## src/top_k_score_selector_defines.svh

```systemverilog
// ----------------------------------------------------------------------------
// Top-K score selector assertion macros
// Shared concurrent assertion shorthands for the selector RTL.
// ----------------------------------------------------------------------------
`ifndef TOP_K_SCORE_SELECTOR_DEFINES_SVH
`define TOP_K_SCORE_SELECTOR_DEFINES_SVH

// Same-cycle implication, disabled while reset is asserted.
`define TKS_ASSERT_SAME(label, clk, rst_n, ante, cons, msg) \
  label: assert property (@(posedge clk) disable iff (!rst_n) (ante) |-> (cons)) \
    else $error(msg);

// Next-cycle implication, disabled while reset is asserted.
`define TKS_ASSERT_NEXT(label, clk, rst_n, ante, cons, msg) \
  label: assert property (@(posedge clk) disable iff (!rst_n) (ante) |=> (cons)) \
    else $error(msg);

`endif

```

## src/tks_pkg.sv

```systemverilog
// ----------------------------------------------------------------------------
// Top-K score selector package
// Field widths, the reset constant and controller/datapath command and status types.
// ----------------------------------------------------------------------------
package tks_pkg;

  localparam int ID_W    = 32;
  localparam int SCORE_W = 17;
  localparam int CNT_W   = 5;

  localparam logic [CNT_W-1:0] COUNT_RESET = 5'd16;

  typedef struct packed {
    logic offer_wr;
    logic scan_go;
    logic scan_max;
    logic fin_start;
    logic load;
    logic clear;
    logic cfg_wr;
  } dp_cmd_t;

  typedef struct packed {
    logic take;
    logic scan_done;
    logic live_zero;
    logic fin_last;
    logic out_free;
  } dp_sts_t;

endpackage

```

## src/tks_in_if.sv

```systemverilog
// ----------------------------------------------------------------------------
// Top-K score selector input channel
// Valid/ready channel carrying one offer or finish item.
// ----------------------------------------------------------------------------
interface tks_in_if;
  import tks_pkg::*;

  logic               valid;
  logic               ready;
  logic               action;
  logic [ID_W-1:0]    item_id;
  logic [SCORE_W-1:0] score;

  modport source (output valid, output action, output item_id, output score, input ready);
  modport sink   (input valid, input action, input item_id, input score, output ready);
endinterface

```

## src/tks_out_if.sv

```systemverilog
// ----------------------------------------------------------------------------
// Top-K score selector result channel
// Valid/ready channel carrying one emitted best entry.
// ----------------------------------------------------------------------------
interface tks_out_if;
  import tks_pkg::*;

  logic               valid;
  logic               ready;
  logic [ID_W-1:0]    best_id;
  logic [SCORE_W-1:0] best_score;
  logic               valid_res;
  logic               last;

  modport source (output valid, output best_id, output best_score, output valid_res,
                  output last, input ready);
  modport sink   (input valid, input best_id, input best_score, input valid_res,
                  input last, output ready);
endinterface

```

## src/tks_cfg_if.sv

```systemverilog
// ----------------------------------------------------------------------------
// Top-K score selector configuration channel
// Valid/ready write channel for the count_in_use register.
// ----------------------------------------------------------------------------
interface tks_cfg_if;
  import tks_pkg::*;

  logic             valid;
  logic             ready;
  logic [CNT_W-1:0] count_in_use;

  modport source (output valid, output count_in_use, input ready);
  modport sink   (input valid, input count_in_use, output ready);
endinterface

```

## src/tks_ram.sv

```systemverilog
// ----------------------------------------------------------------------------
// Generic RAM
// One write port, one read port with registered read data.
// ----------------------------------------------------------------------------
module tks_ram #(
  parameter int WIDTH = 8,
  parameter int DEPTH = 16
) (
  input  logic                                 clk,
  input  logic                                 we,
  input  logic [(DEPTH > 1 ? $clog2(DEPTH) : 1)-1:0] waddr,
  input  logic [WIDTH-1:0]                     wdata,
  input  logic [(DEPTH > 1 ? $clog2(DEPTH) : 1)-1:0] raddr,
  output logic [WIDTH-1:0]                     rdata
);

  logic [WIDTH-1:0] mem_r [DEPTH];

  always_ff @(posedge clk) begin
    if (we) begin
      mem_r[waddr] <= wdata;
    end
    rdata <= mem_r[raddr];
  end

endmodule

```

## src/tks_ctrl.sv

```systemverilog
// ----------------------------------------------------------------------------
// Top-K score selector controller
// Sequences configuration writes, offers, minimum scans, finish passes and result loads.
// ----------------------------------------------------------------------------
module tks_ctrl (
  input  logic             clk,
  input  logic             rst_n,
  input  logic             in_valid,
  input  logic             in_action,
  output logic             in_ready,
  input  logic             cfg_valid,
  output logic             cfg_ready,
  output tks_pkg::dp_cmd_t cmd,
  input  tks_pkg::dp_sts_t sts
);
  import tks_pkg::*;

  typedef enum logic [1:0] {
    S_IDLE,
    S_MIN_SCAN,
    S_FIN_SCAN,
    S_FIN_LOAD
  } state_t;

  state_t state_r;
  state_t state_nxt;

  assign cfg_ready = (state_r == S_IDLE);
  assign in_ready  = (state_r == S_IDLE) && !cfg_valid;

  always_comb begin
    cmd       = '0;
    state_nxt = state_r;
    case (state_r)
      S_IDLE: begin
        if (cfg_valid) begin
          cmd.cfg_wr = 1'b1;
        end else if (in_valid) begin
          if (!in_action) begin
            // keep the candidate only if it beats the current minimum
            if (sts.take) begin
              cmd.offer_wr = 1'b1;
              cmd.scan_go  = 1'b1;
              state_nxt    = S_MIN_SCAN;
            end
          end else begin
            cmd.fin_start = 1'b1;
            if (sts.live_zero) begin
              state_nxt = S_FIN_LOAD;
            end else begin
              cmd.scan_go  = 1'b1;
              cmd.scan_max = 1'b1;
              state_nxt    = S_FIN_SCAN;
            end
          end
        end
      end
      S_MIN_SCAN: begin
        if (sts.scan_done) begin
          state_nxt = S_IDLE;
        end
      end
      S_FIN_SCAN: begin
        if (sts.scan_done) begin
          state_nxt = S_FIN_LOAD;
        end
      end
      S_FIN_LOAD: begin
        if (sts.out_free) begin
          cmd.load = 1'b1;
          if (sts.fin_last) begin
            cmd.clear = 1'b1;
            state_nxt = S_IDLE;
          end else begin
            cmd.scan_go  = 1'b1;
            cmd.scan_max = 1'b1;
            state_nxt    = S_FIN_SCAN;
          end
        end
      end
      default: begin
        state_nxt = S_IDLE;
      end
    endcase
  end

  always_ff @(posedge clk) begin
    if (!rst_n) begin
      state_r <= S_IDLE;
    end else begin
      state_r <= state_nxt;
    end
  end

endmodule

```

## src/tks_datapath.sv

```systemverilog
// ----------------------------------------------------------------------------
// Top-K score selector datapath
// Slot RAM, valid/emitted flags, scan unit, minimum and best trackers,
// and the result register.
// ----------------------------------------------------------------------------
module tks_datapath #(
  parameter int SLOTS = 16
) (
  input  logic                          clk,
  input  logic                          rst_n,
  input  tks_pkg::dp_cmd_t              cmd,
  output tks_pkg::dp_sts_t              sts,
  input  logic [tks_pkg::ID_W-1:0]      in_item_id,
  input  logic [tks_pkg::SCORE_W-1:0]   in_score,
  input  logic [tks_pkg::CNT_W-1:0]     cfg_count,
  output logic                          out_valid,
  input  logic                          out_ready,
  output logic [tks_pkg::ID_W-1:0]      out_best_id,
  output logic [tks_pkg::SCORE_W-1:0]   out_best_score,
  output logic                          out_valid_res,
  output logic                          out_last
);
  import tks_pkg::*;

  localparam int IW = (SLOTS > 1) ? $clog2(SLOTS) : 1;
  localparam int CW = $clog2(SLOTS + 1);
  localparam int EW = ID_W + SCORE_W;

  logic [CNT_W-1:0]   count_r;
  logic [CW-1:0]      n_w;
  logic [SLOTS-1:0]   vld_r;
  logic [SLOTS-1:0]   done_r;
  logic [SCORE_W-1:0] min_score_r;
  logic [IW-1:0]      min_slot_r;
  logic [CW-1:0]      live_cnt_r;
  logic [CW-1:0]      rem_r;

  logic               issuing_r;
  logic               mode_max_r;
  logic [IW-1:0]      scan_addr_r;
  logic               issue_last;
  logic               pend_r;
  logic               pend_last_r;
  logic [IW-1:0]      pend_idx_r;
  logic               rd_vld_r;
  logic [EW-1:0]      rdata;

  logic [ID_W-1:0]    e_id;
  logic [SCORE_W-1:0] e_score;
  logic               e_nz;
  logic               cand;

  logic               found_r;
  logic [ID_W-1:0]    best_id_r;
  logic [SCORE_W-1:0] best_score_r;
  logic [IW-1:0]      best_slot_r;

  logic               out_valid_r;

  assign n_w = (int'(count_r) > SLOTS) ? CW'(SLOTS) : CW'(count_r);

  tks_ram #(
    .WIDTH (EW),
    .DEPTH (SLOTS)
  ) u_slot_ram (
    .clk   (clk),
    .we    (cmd.offer_wr),
    .waddr (min_slot_r),
    .wdata ({in_item_id, in_score}),
    .raddr (scan_addr_r),
    .rdata (rdata)
  );

  // a slot never written since the last clear reads as empty
  assign e_id    = rd_vld_r ? rdata[EW-1:SCORE_W] : '0;
  assign e_score = rd_vld_r ? rdata[SCORE_W-1:0]  : '0;
  assign e_nz    = (e_id != '0);
  assign cand    = e_nz && !done_r[pend_idx_r];

  assign issue_last = (CW'(scan_addr_r) == (n_w - CW'(1)));

  assign sts.take      = (n_w != '0) && (in_score > min_score_r);
  assign sts.scan_done = pend_r && pend_last_r;
  assign sts.live_zero = (live_cnt_r == '0);
  assign sts.fin_last  = (rem_r <= CW'(1));
  assign sts.out_free  = !out_valid_r || out_ready;

  assign out_valid = out_valid_r;

  always_ff @(posedge clk) begin
    if (!rst_n) begin
      count_r     <= COUNT_RESET;
      vld_r       <= '0;
      done_r      <= '0;
      min_score_r <= '0;
      min_slot_r  <= '0;
      live_cnt_r  <= '0;
      rem_r       <= '0;
      issuing_r   <= 1'b0;
      mode_max_r  <= 1'b0;
      scan_addr_r <= '0;
      pend_r      <= 1'b0;
      found_r     <= 1'b0;
      out_valid_r <= 1'b0;
    end else begin
      // scan issue: one slot address per cycle
      if (cmd.scan_go) begin
        scan_addr_r <= '0;
        issuing_r   <= 1'b1;
        mode_max_r  <= cmd.scan_max;
        found_r     <= 1'b0;
      end else if (issuing_r) begin
        if (issue_last) begin
          issuing_r <= 1'b0;
        end else begin
          scan_addr_r <= scan_addr_r + IW'(1);
        end
      end
      pend_r <= issuing_r;

      // minimum scan: lowest index with strictly smallest score, recount entries
      if (pend_r && !mode_max_r) begin
        if ((pend_idx_r == '0) || (e_score < min_score_r)) begin
          min_score_r <= e_score;
          min_slot_r  <= pend_idx_r;
        end
        if (pend_idx_r == '0) begin
          live_cnt_r <= CW'(e_nz);
        end else begin
          live_cnt_r <= live_cnt_r + CW'(e_nz);
        end
      end

      // finish pass: first remaining entry with strictly largest score
      if (pend_r && mode_max_r && cand && (!found_r || (e_score > best_score_r))) begin
        found_r <= 1'b1;
      end

      if (cmd.offer_wr) begin
        vld_r[min_slot_r] <= 1'b1;
      end

      if (cmd.fin_start) begin
        rem_r <= live_cnt_r;
      end

      if (cmd.load) begin
        out_valid_r <= 1'b1;
        if (rem_r != '0) begin
          done_r[best_slot_r] <= 1'b1;
          rem_r               <= rem_r - CW'(1);
        end
      end else if (out_ready) begin
        out_valid_r <= 1'b0;
      end

      if (cmd.cfg_wr) begin
        count_r <= cfg_count;
      end

      if (cmd.clear || cmd.cfg_wr) begin
        vld_r       <= '0;
        done_r      <= '0;
        min_score_r <= '0;
        min_slot_r  <= '0;
        live_cnt_r  <= '0;
      end
    end
  end

  // payload registers
  always_ff @(posedge clk) begin
    pend_idx_r  <= scan_addr_r;
    pend_last_r <= issue_last;
    rd_vld_r    <= vld_r[scan_addr_r];
    if (pend_r && mode_max_r && cand && (!found_r || (e_score > best_score_r))) begin
      best_id_r    <= e_id;
      best_score_r <= e_score;
      best_slot_r  <= pend_idx_r;
    end
    if (cmd.load) begin
      out_best_id    <= (rem_r != '0) ? best_id_r    : '0;
      out_best_score <= (rem_r != '0) ? best_score_r : '0;
      out_valid_res  <= (rem_r != '0);
      out_last       <= (rem_r <= CW'(1));
    end
  end

endmodule

```

## src/top_k_score_selector.sv

```systemverilog
// ----------------------------------------------------------------------------
// Top-K score selector
// Keeps the best (id, score) pairs of a stream and emits them sorted.
// ----------------------------------------------------------------------------
// Keeps up to n = min(count_in_use, SLOTS) best (item_id, score) pairs. An
// offer (action 0) whose score is strictly above the current minimum
// overwrites the minimum slot; the block then scans the n slots, one per
// cycle out of the slot RAM, to find the new minimum (lowest index wins a
// tie) and to recount the non-empty slots. A kept offer therefore occupies
// the block until that scan is over; a dropped offer is accepted without a
// scan. A finish (action 1) runs one scan pass over the n slots per emitted
// entry, each pass picking the remaining non-empty slot with the largest
// score (lowest index on a tie). Entries with id 0 are never emitted; when
// nothing is left a single result with valid_res = 0 and last = 1 is
// returned. The result register decouples the output: the next pass runs
// while a result waits, and offers are taken while the final result of a
// finish is still pending. After a finish, or a write of count_in_use, the
// store is empty again at once (per slot valid flags, no clearing pass).
// Configuration is taken only when idle.
// ----------------------------------------------------------------------------
`include "top_k_score_selector_defines.svh"

module top_k_score_selector #(
  parameter int SLOTS = 16
) (
  input logic       clk,
  input logic       rst_n,
  tks_in_if.sink    in_ch,
  tks_out_if.source out_ch,
  tks_cfg_if.sink   cfg_ch
);
  import tks_pkg::*;

  dp_cmd_t cmd;
  dp_sts_t sts;

  // sequence offers, scans and result loads
  tks_ctrl u_ctrl (
    .clk       (clk),
    .rst_n     (rst_n),
    .in_valid  (in_ch.valid),
    .in_action (in_ch.action),
    .in_ready  (in_ch.ready),
    .cfg_valid (cfg_ch.valid),
    .cfg_ready (cfg_ch.ready),
    .cmd       (cmd),
    .sts       (sts)
  );

  // hold slots, track minimum and best, drive the result register
  tks_datapath #(
    .SLOTS (SLOTS)
  ) u_datapath (
    .clk            (clk),
    .rst_n          (rst_n),
    .cmd            (cmd),
    .sts            (sts),
    .in_item_id     (in_ch.item_id),
    .in_score       (in_ch.score),
    .cfg_count      (cfg_ch.count_in_use),
    .out_valid      (out_ch.valid),
    .out_ready      (out_ch.ready),
    .out_best_id    (out_ch.best_id),
    .out_best_score (out_ch.best_score),
    .out_valid_res  (out_ch.valid_res),
    .out_last       (out_ch.last)
  );

  // an item and a register write never complete in the same cycle
  `TKS_ASSERT_SAME(a_in_cfg_excl, clk, rst_n, in_ch.valid && in_ch.ready, !(cfg_ch.valid && cfg_ch.ready), "item and config write accepted together")

  // never overwrite a result that is still waiting
  `TKS_ASSERT_SAME(a_load_free, clk, rst_n, cmd.load, sts.out_free, "result register loaded while occupied")

  // a clear empties the entry count
  `TKS_ASSERT_NEXT(a_clear_empty, clk, rst_n, cmd.clear, sts.live_zero, "store not empty after clear")

  // a scan never starts while one is still running
  `TKS_ASSERT_SAME(a_scan_idle, clk, rst_n, cmd.scan_go, !sts.scan_done, "scan started over a running scan")

endmodule
```

## src/flat_wrapper.sv

```systemverilog
// flat-port wrapper written by rule: the top's interface ports become plain ports
module top_k_score_selector_flat import tks_pkg::*;
#(
  parameter int SLOTS = 16
)
  (clk, rst_n, in_ch_valid, in_ch_action, in_ch_item_id, in_ch_score, in_ch_ready, out_ch_valid, out_ch_best_id, out_ch_best_score, out_ch_valid_res, out_ch_last, out_ch_ready, cfg_ch_valid, cfg_ch_count_in_use, cfg_ch_ready);
  tks_in_if in_ch_i ();
  tks_out_if out_ch_i ();
  tks_cfg_if cfg_ch_i ();
  input logic clk;
  input logic rst_n;
  input wire logic [$bits(in_ch_i.valid)-1:0] in_ch_valid;
  input wire logic [$bits(in_ch_i.action)-1:0] in_ch_action;
  input wire logic [$bits(in_ch_i.item_id)-1:0] in_ch_item_id;
  input wire logic [$bits(in_ch_i.score)-1:0] in_ch_score;
  output wire logic [$bits(in_ch_i.ready)-1:0] in_ch_ready;
  output wire logic [$bits(out_ch_i.valid)-1:0] out_ch_valid;
  output wire logic [$bits(out_ch_i.best_id)-1:0] out_ch_best_id;
  output wire logic [$bits(out_ch_i.best_score)-1:0] out_ch_best_score;
  output wire logic [$bits(out_ch_i.valid_res)-1:0] out_ch_valid_res;
  output wire logic [$bits(out_ch_i.last)-1:0] out_ch_last;
  input wire logic [$bits(out_ch_i.ready)-1:0] out_ch_ready;
  input wire logic [$bits(cfg_ch_i.valid)-1:0] cfg_ch_valid;
  input wire logic [$bits(cfg_ch_i.count_in_use)-1:0] cfg_ch_count_in_use;
  output wire logic [$bits(cfg_ch_i.ready)-1:0] cfg_ch_ready;
  assign in_ch_i.valid = in_ch_valid;
  assign in_ch_i.action = in_ch_action;
  assign in_ch_i.item_id = in_ch_item_id;
  assign in_ch_i.score = in_ch_score;
  assign in_ch_ready = in_ch_i.ready;
  assign out_ch_valid = out_ch_i.valid;
  assign out_ch_best_id = out_ch_i.best_id;
  assign out_ch_best_score = out_ch_i.best_score;
  assign out_ch_valid_res = out_ch_i.valid_res;
  assign out_ch_last = out_ch_i.last;
  assign out_ch_i.ready = out_ch_ready;
  assign cfg_ch_i.valid = cfg_ch_valid;
  assign cfg_ch_i.count_in_use = cfg_ch_count_in_use;
  assign cfg_ch_ready = cfg_ch_i.ready;
  top_k_score_selector #(.SLOTS(SLOTS)) u_core (.clk(clk), .rst_n(rst_n), .in_ch(in_ch_i), .out_ch(out_ch_i), .cfg_ch(cfg_ch_i));
endmodule
```

## config.mk

```make
export PLATFORM = sky130hd
export DESIGN_NAME = top_k_score_selector_flat
export DESIGN_NICKNAME = d
export VERILOG_FILES = /design/src/tks_pkg.sv /design/src/tks_in_if.sv /design/src/tks_out_if.sv /design/src/tks_cfg_if.sv /design/src/tks_ram.sv /design/src/tks_ctrl.sv /design/src/tks_datapath.sv /design/src/top_k_score_selector.sv /design/src/flat_wrapper.sv
export VERILOG_INCLUDE_DIRS = /design/src /design/src/src
export SDC_FILE = /design/constraint.sdc
export NUM_CORES = 1
export LEC_CHECK = 0
export ABC_AREA = 1
export ABC_CLOCK_PERIOD_IN_PS = 5600
export BUFFER_PORTS_ARGS = -buffer_cell sky130_fd_sc_hd__buf_2
export CORE_UTILIZATION = 55
export CTS_CLUSTER_DIAMETER = 80
export CTS_CLUSTER_SIZE = 16
export DETAILED_ROUTE_END_ITERATION = 10
export HOLD_SLACK_MARGIN = 0.1
export PLACE_DENSITY = 0.69
export SLEW_MARGIN = 0
export SYNTH_ARGS = -nofsm -noshare
export SYNTH_HDL_FRONTEND = slang
export SYNTH_HIERARCHICAL = 1
export SYNTH_SLANG_ARGS = --single-unit
```

## constraint.sdc

```tcl
create_clock -name clk -period 5.6 [get_ports clk]
set_input_delay 1.12 -clock clk [delete_from_list [all_inputs] [get_ports clk]]
set_output_delay 1.12 -clock clk [all_outputs]
set_load 0.02 [all_outputs]
```

==> reports/metrics.cfg <==
[setup_path]
cp-end-kind=flop
crit_path_max_fanout=22
startpoint_type=primary input
path_class=primary input to flop
worst_ep_arrival_time_ns=4.47
timing.rr.start=u_core/u_datapath/min_score_r[8]
path_cells=buf_2 -> ha_1 -> inv_1 -> nor3_1 -> o31ai_1 -> nand2_1 -> nand2_1 -> o211ai_1 -> nand2_1 -> inv_1 -> nand3_2 -> inv_1 -> nand3_1 -> nor2_4 -> buf_12
timing.reg2reg.setup_slack_ns=1.82
slowest_delay_ns=0.64
startpoint=in_ch_score[8]
worst_ep_required_time_ns=5.91
crit_slowest_cell=nor2_4

[sta]
worst_pin_slew_ns=1.161
drv_slew=0
finalSetupViolations=0
fin_crit_ns=4.157
finalHoldViolCount=0
rsz0062_at_grt=no
fin_hold_ws_ns=0.4474
fin_skew_ns=0.02412
final.setup.tns_ns=0
maxClockFrequency_mhz=240.6
final.period_utilization=0.7423
slew_headroom=0.2261

[clocking]
clock-sinks=1022
cts_resized=0
cts_tree=yes
cts-buffers-inserted=74
cts_post_setup_buffers_inserted=0
ctsHoldBuffers=0
clk_pin_slew_ns=0.07
clk_root_buffer_cell=clkbuf_16
clock_latency_ns=0.63
htree_levels=3
cts_max_path_buffers=3

[cells_and_area]
final_cells=5447
layout_commonest_cell=nand2_1
mostFrequentLayoutCells=nand2_1, edfxtp_1, inv_1
syn2layout_area_growth_pct=7.834
nNetsFinal=4470
fin_util=0.5992
finalInstanceArea_mm2=0.04726
drive_gt1_frac=0.06462

[yosys]
seq_area_frac_synth=0.6696
syn_area_mm2=0.04383
synth_cells=4301
ys_ff_latch=1022
yosysWarningCount=6
synth.net_count=4419
synthDistinctLibCells=42
synth_area_per_cell_um2=10.19

[die]
start_util=0.5557
dieArea_mm2=0.08082
die_x_um=284.3
coreArea_mm2=0.07887
rows=103
fp.dieH_um=284.3
io_pins=114

[detailed_routing]
avgRoutedWirePerCell_um=18.73
drcViolationCount=0
num_vias=28960
dr.pass1.iters=6
viasPerCell=5.317
ant_nets=0
totalWireLength_um=102000
drt_iter0_drc=2850

[min_path]
min-delay-start=u_core/u_datapath/vld_r[0]
hold_class=flop to flop

[placed_design]
place.gp.congestion=0.8551
placed_area_mm2=0.04518
port-buffer-count=113
hpwl_um=60210
placedCellCount=5326

[power_and_ir_drop]
peakVddDrop_mv=0.2171
p_leak_uw=0.02038
power.density_mw_per_mm2=324.3

[run_status]
status=complete, no violations

[grt]
grt_max_degree=174
grt-ovfl-total=0
grt_pass1_vias=26710
antenna_found_initial=13
gr-usage-all-layers=0.2509
grt_pass1_wl_um=155700

[job]
cap_violations=0

==> layout make-up <==
cell class / instances / area [µm²]
well taps: 1050 / 1314
flip-flops and latches: 1022 / 29360
multi-input cells: 2266 / 10330
repair buffers: 163 / 1054
inverters: 825 / 3119
clock buffers: 114 / 2033
clock inverters: 5 / 43.79
fillers: 6403 / 31610
diodes: 2 / 5.005
==> where the power goes <==
group          internal, µW  leakage (µW)  total (µW)  switching [µW]
clock                  2510      0.000999        5010            2500
combinational           480        0.0103        1740            1250
sequential             8440       0.00911        8580             143
total                 11400        0.0204       15300            3900
==> stage by stage <==
step           total power, µW  setup slack [ns]
2_1_floorplan             9905            0.5347
3_3_place_gp             10450            0.8647
5_1_grt                  15880             1.234
4_1_cts                  15410             1.462
3_5_place_dp             10480            0.8038
6_report                 15330             1.443
==> synthesized netlist by cell type, drive strengths merged <==
library cell	instances	area, µm²
o221ai	1	8.760
o31ai	1	7.510
nor2	136	515.5
dfxtp	134	2683
edfxtp	888	26670
o21ai	66	334.1
o22ai	2	12.51
nor3	21	116.4
nand2	1233	4633
o21bai	1	7.510
clkbuf	26	97.59
ha	58	725.7
and2	1	6.260
and3	1	6.260
nor4	3	18.77
a211oi	3	22.52
nand3b	4	30.03
inv	825	3107
buf	162	1079
xor2	4	35.03
a31oi	6	37.54
nand3	626	3138
nor3b	1	7.510
o21a	1	7.510
a21o	1	7.510
nand4	14	93.84
xnor2	2	17.52
o211ai	3	22.52
a21oi	77	385.4
==> path summary, 6_finish.rpt <==
path | endpoint | cells after the start
worst min-delay path | u_core/u_datapath/vld_r[0] | 2
worst max register to register | u_core/u_datapath/u_slot_ram/mem_r[14][21] | 15
worst min register to register | u_core/u_datapath/vld_r[0] | 2
worst max-delay path | u_core/u_datapath/u_slot_ram/mem_r[14][21] | 15
==> metal layers <==
layer | GRT usage | vias up | share of wire
li1 | - | 13910 | -
met1 | 0.3593 | 13830 | 0.43
met2 | 0.3959 | 1077 | 0.46
met3 | 0.04125 | 140 | 0.084
met4 | 0.07419 | 4 | 0.024
met5 | 0 | - | 0.00025
==> critical path, delay by kind of cell <==
family	cells	cell delay [ns]
AND/OR/NAND/NOR	7	1.71
buffers and inverters	5	1.05
adder cells (fa/ha/maj)	1	0.34
AO/OA/AOI/OAI	2	0.21
==> flip-flops by register name, summed over array words and instances, names as in the netlist, 4 cells and up <==
register and flops:
u_core/u_datapath/vld_r 16, u_core/u_datapath/out_best_id 32, u_core/u_datapath/live_cnt_r 5, u_core/u_datapath/min_slot_r 4
u_core/u_datapath/min_score_r 17, u_core/u_datapath/best_score_r 17, u_core/u_datapath/pend_idx_r 4, u_core/u_datapath/best_id_r 32
u_core/u_datapath/count_r 5, u_core/u_datapath/best_slot_r 4, u_core/u_datapath/u_slot_ram/mem_r 784, u_core/u_datapath/rem_r 5
u_core/u_datapath/out_best_score 17, u_core/u_datapath/scan_addr_r 4, u_core/u_datapath/done_r 16, u_core/u_datapath/u_slot_ram/rdata 49
==> cells by family (layout without fill, tap and decap cells) <==
kind of cell,after synthesis,after routing,synth area share
buffers and inverters,1013,1107,0.09772
adders and majority gates,58,58,0.01656
xor gates and xnor gates,6,6,0.001199
other,0,2,0
and+or+nand+nor,2040,2040,0.1954
DFF,1022,1022,0.6696
AOI/OAI and AO/OA,162,162,0.01947
Note: power is estimated with default switching activity, not from simulation.
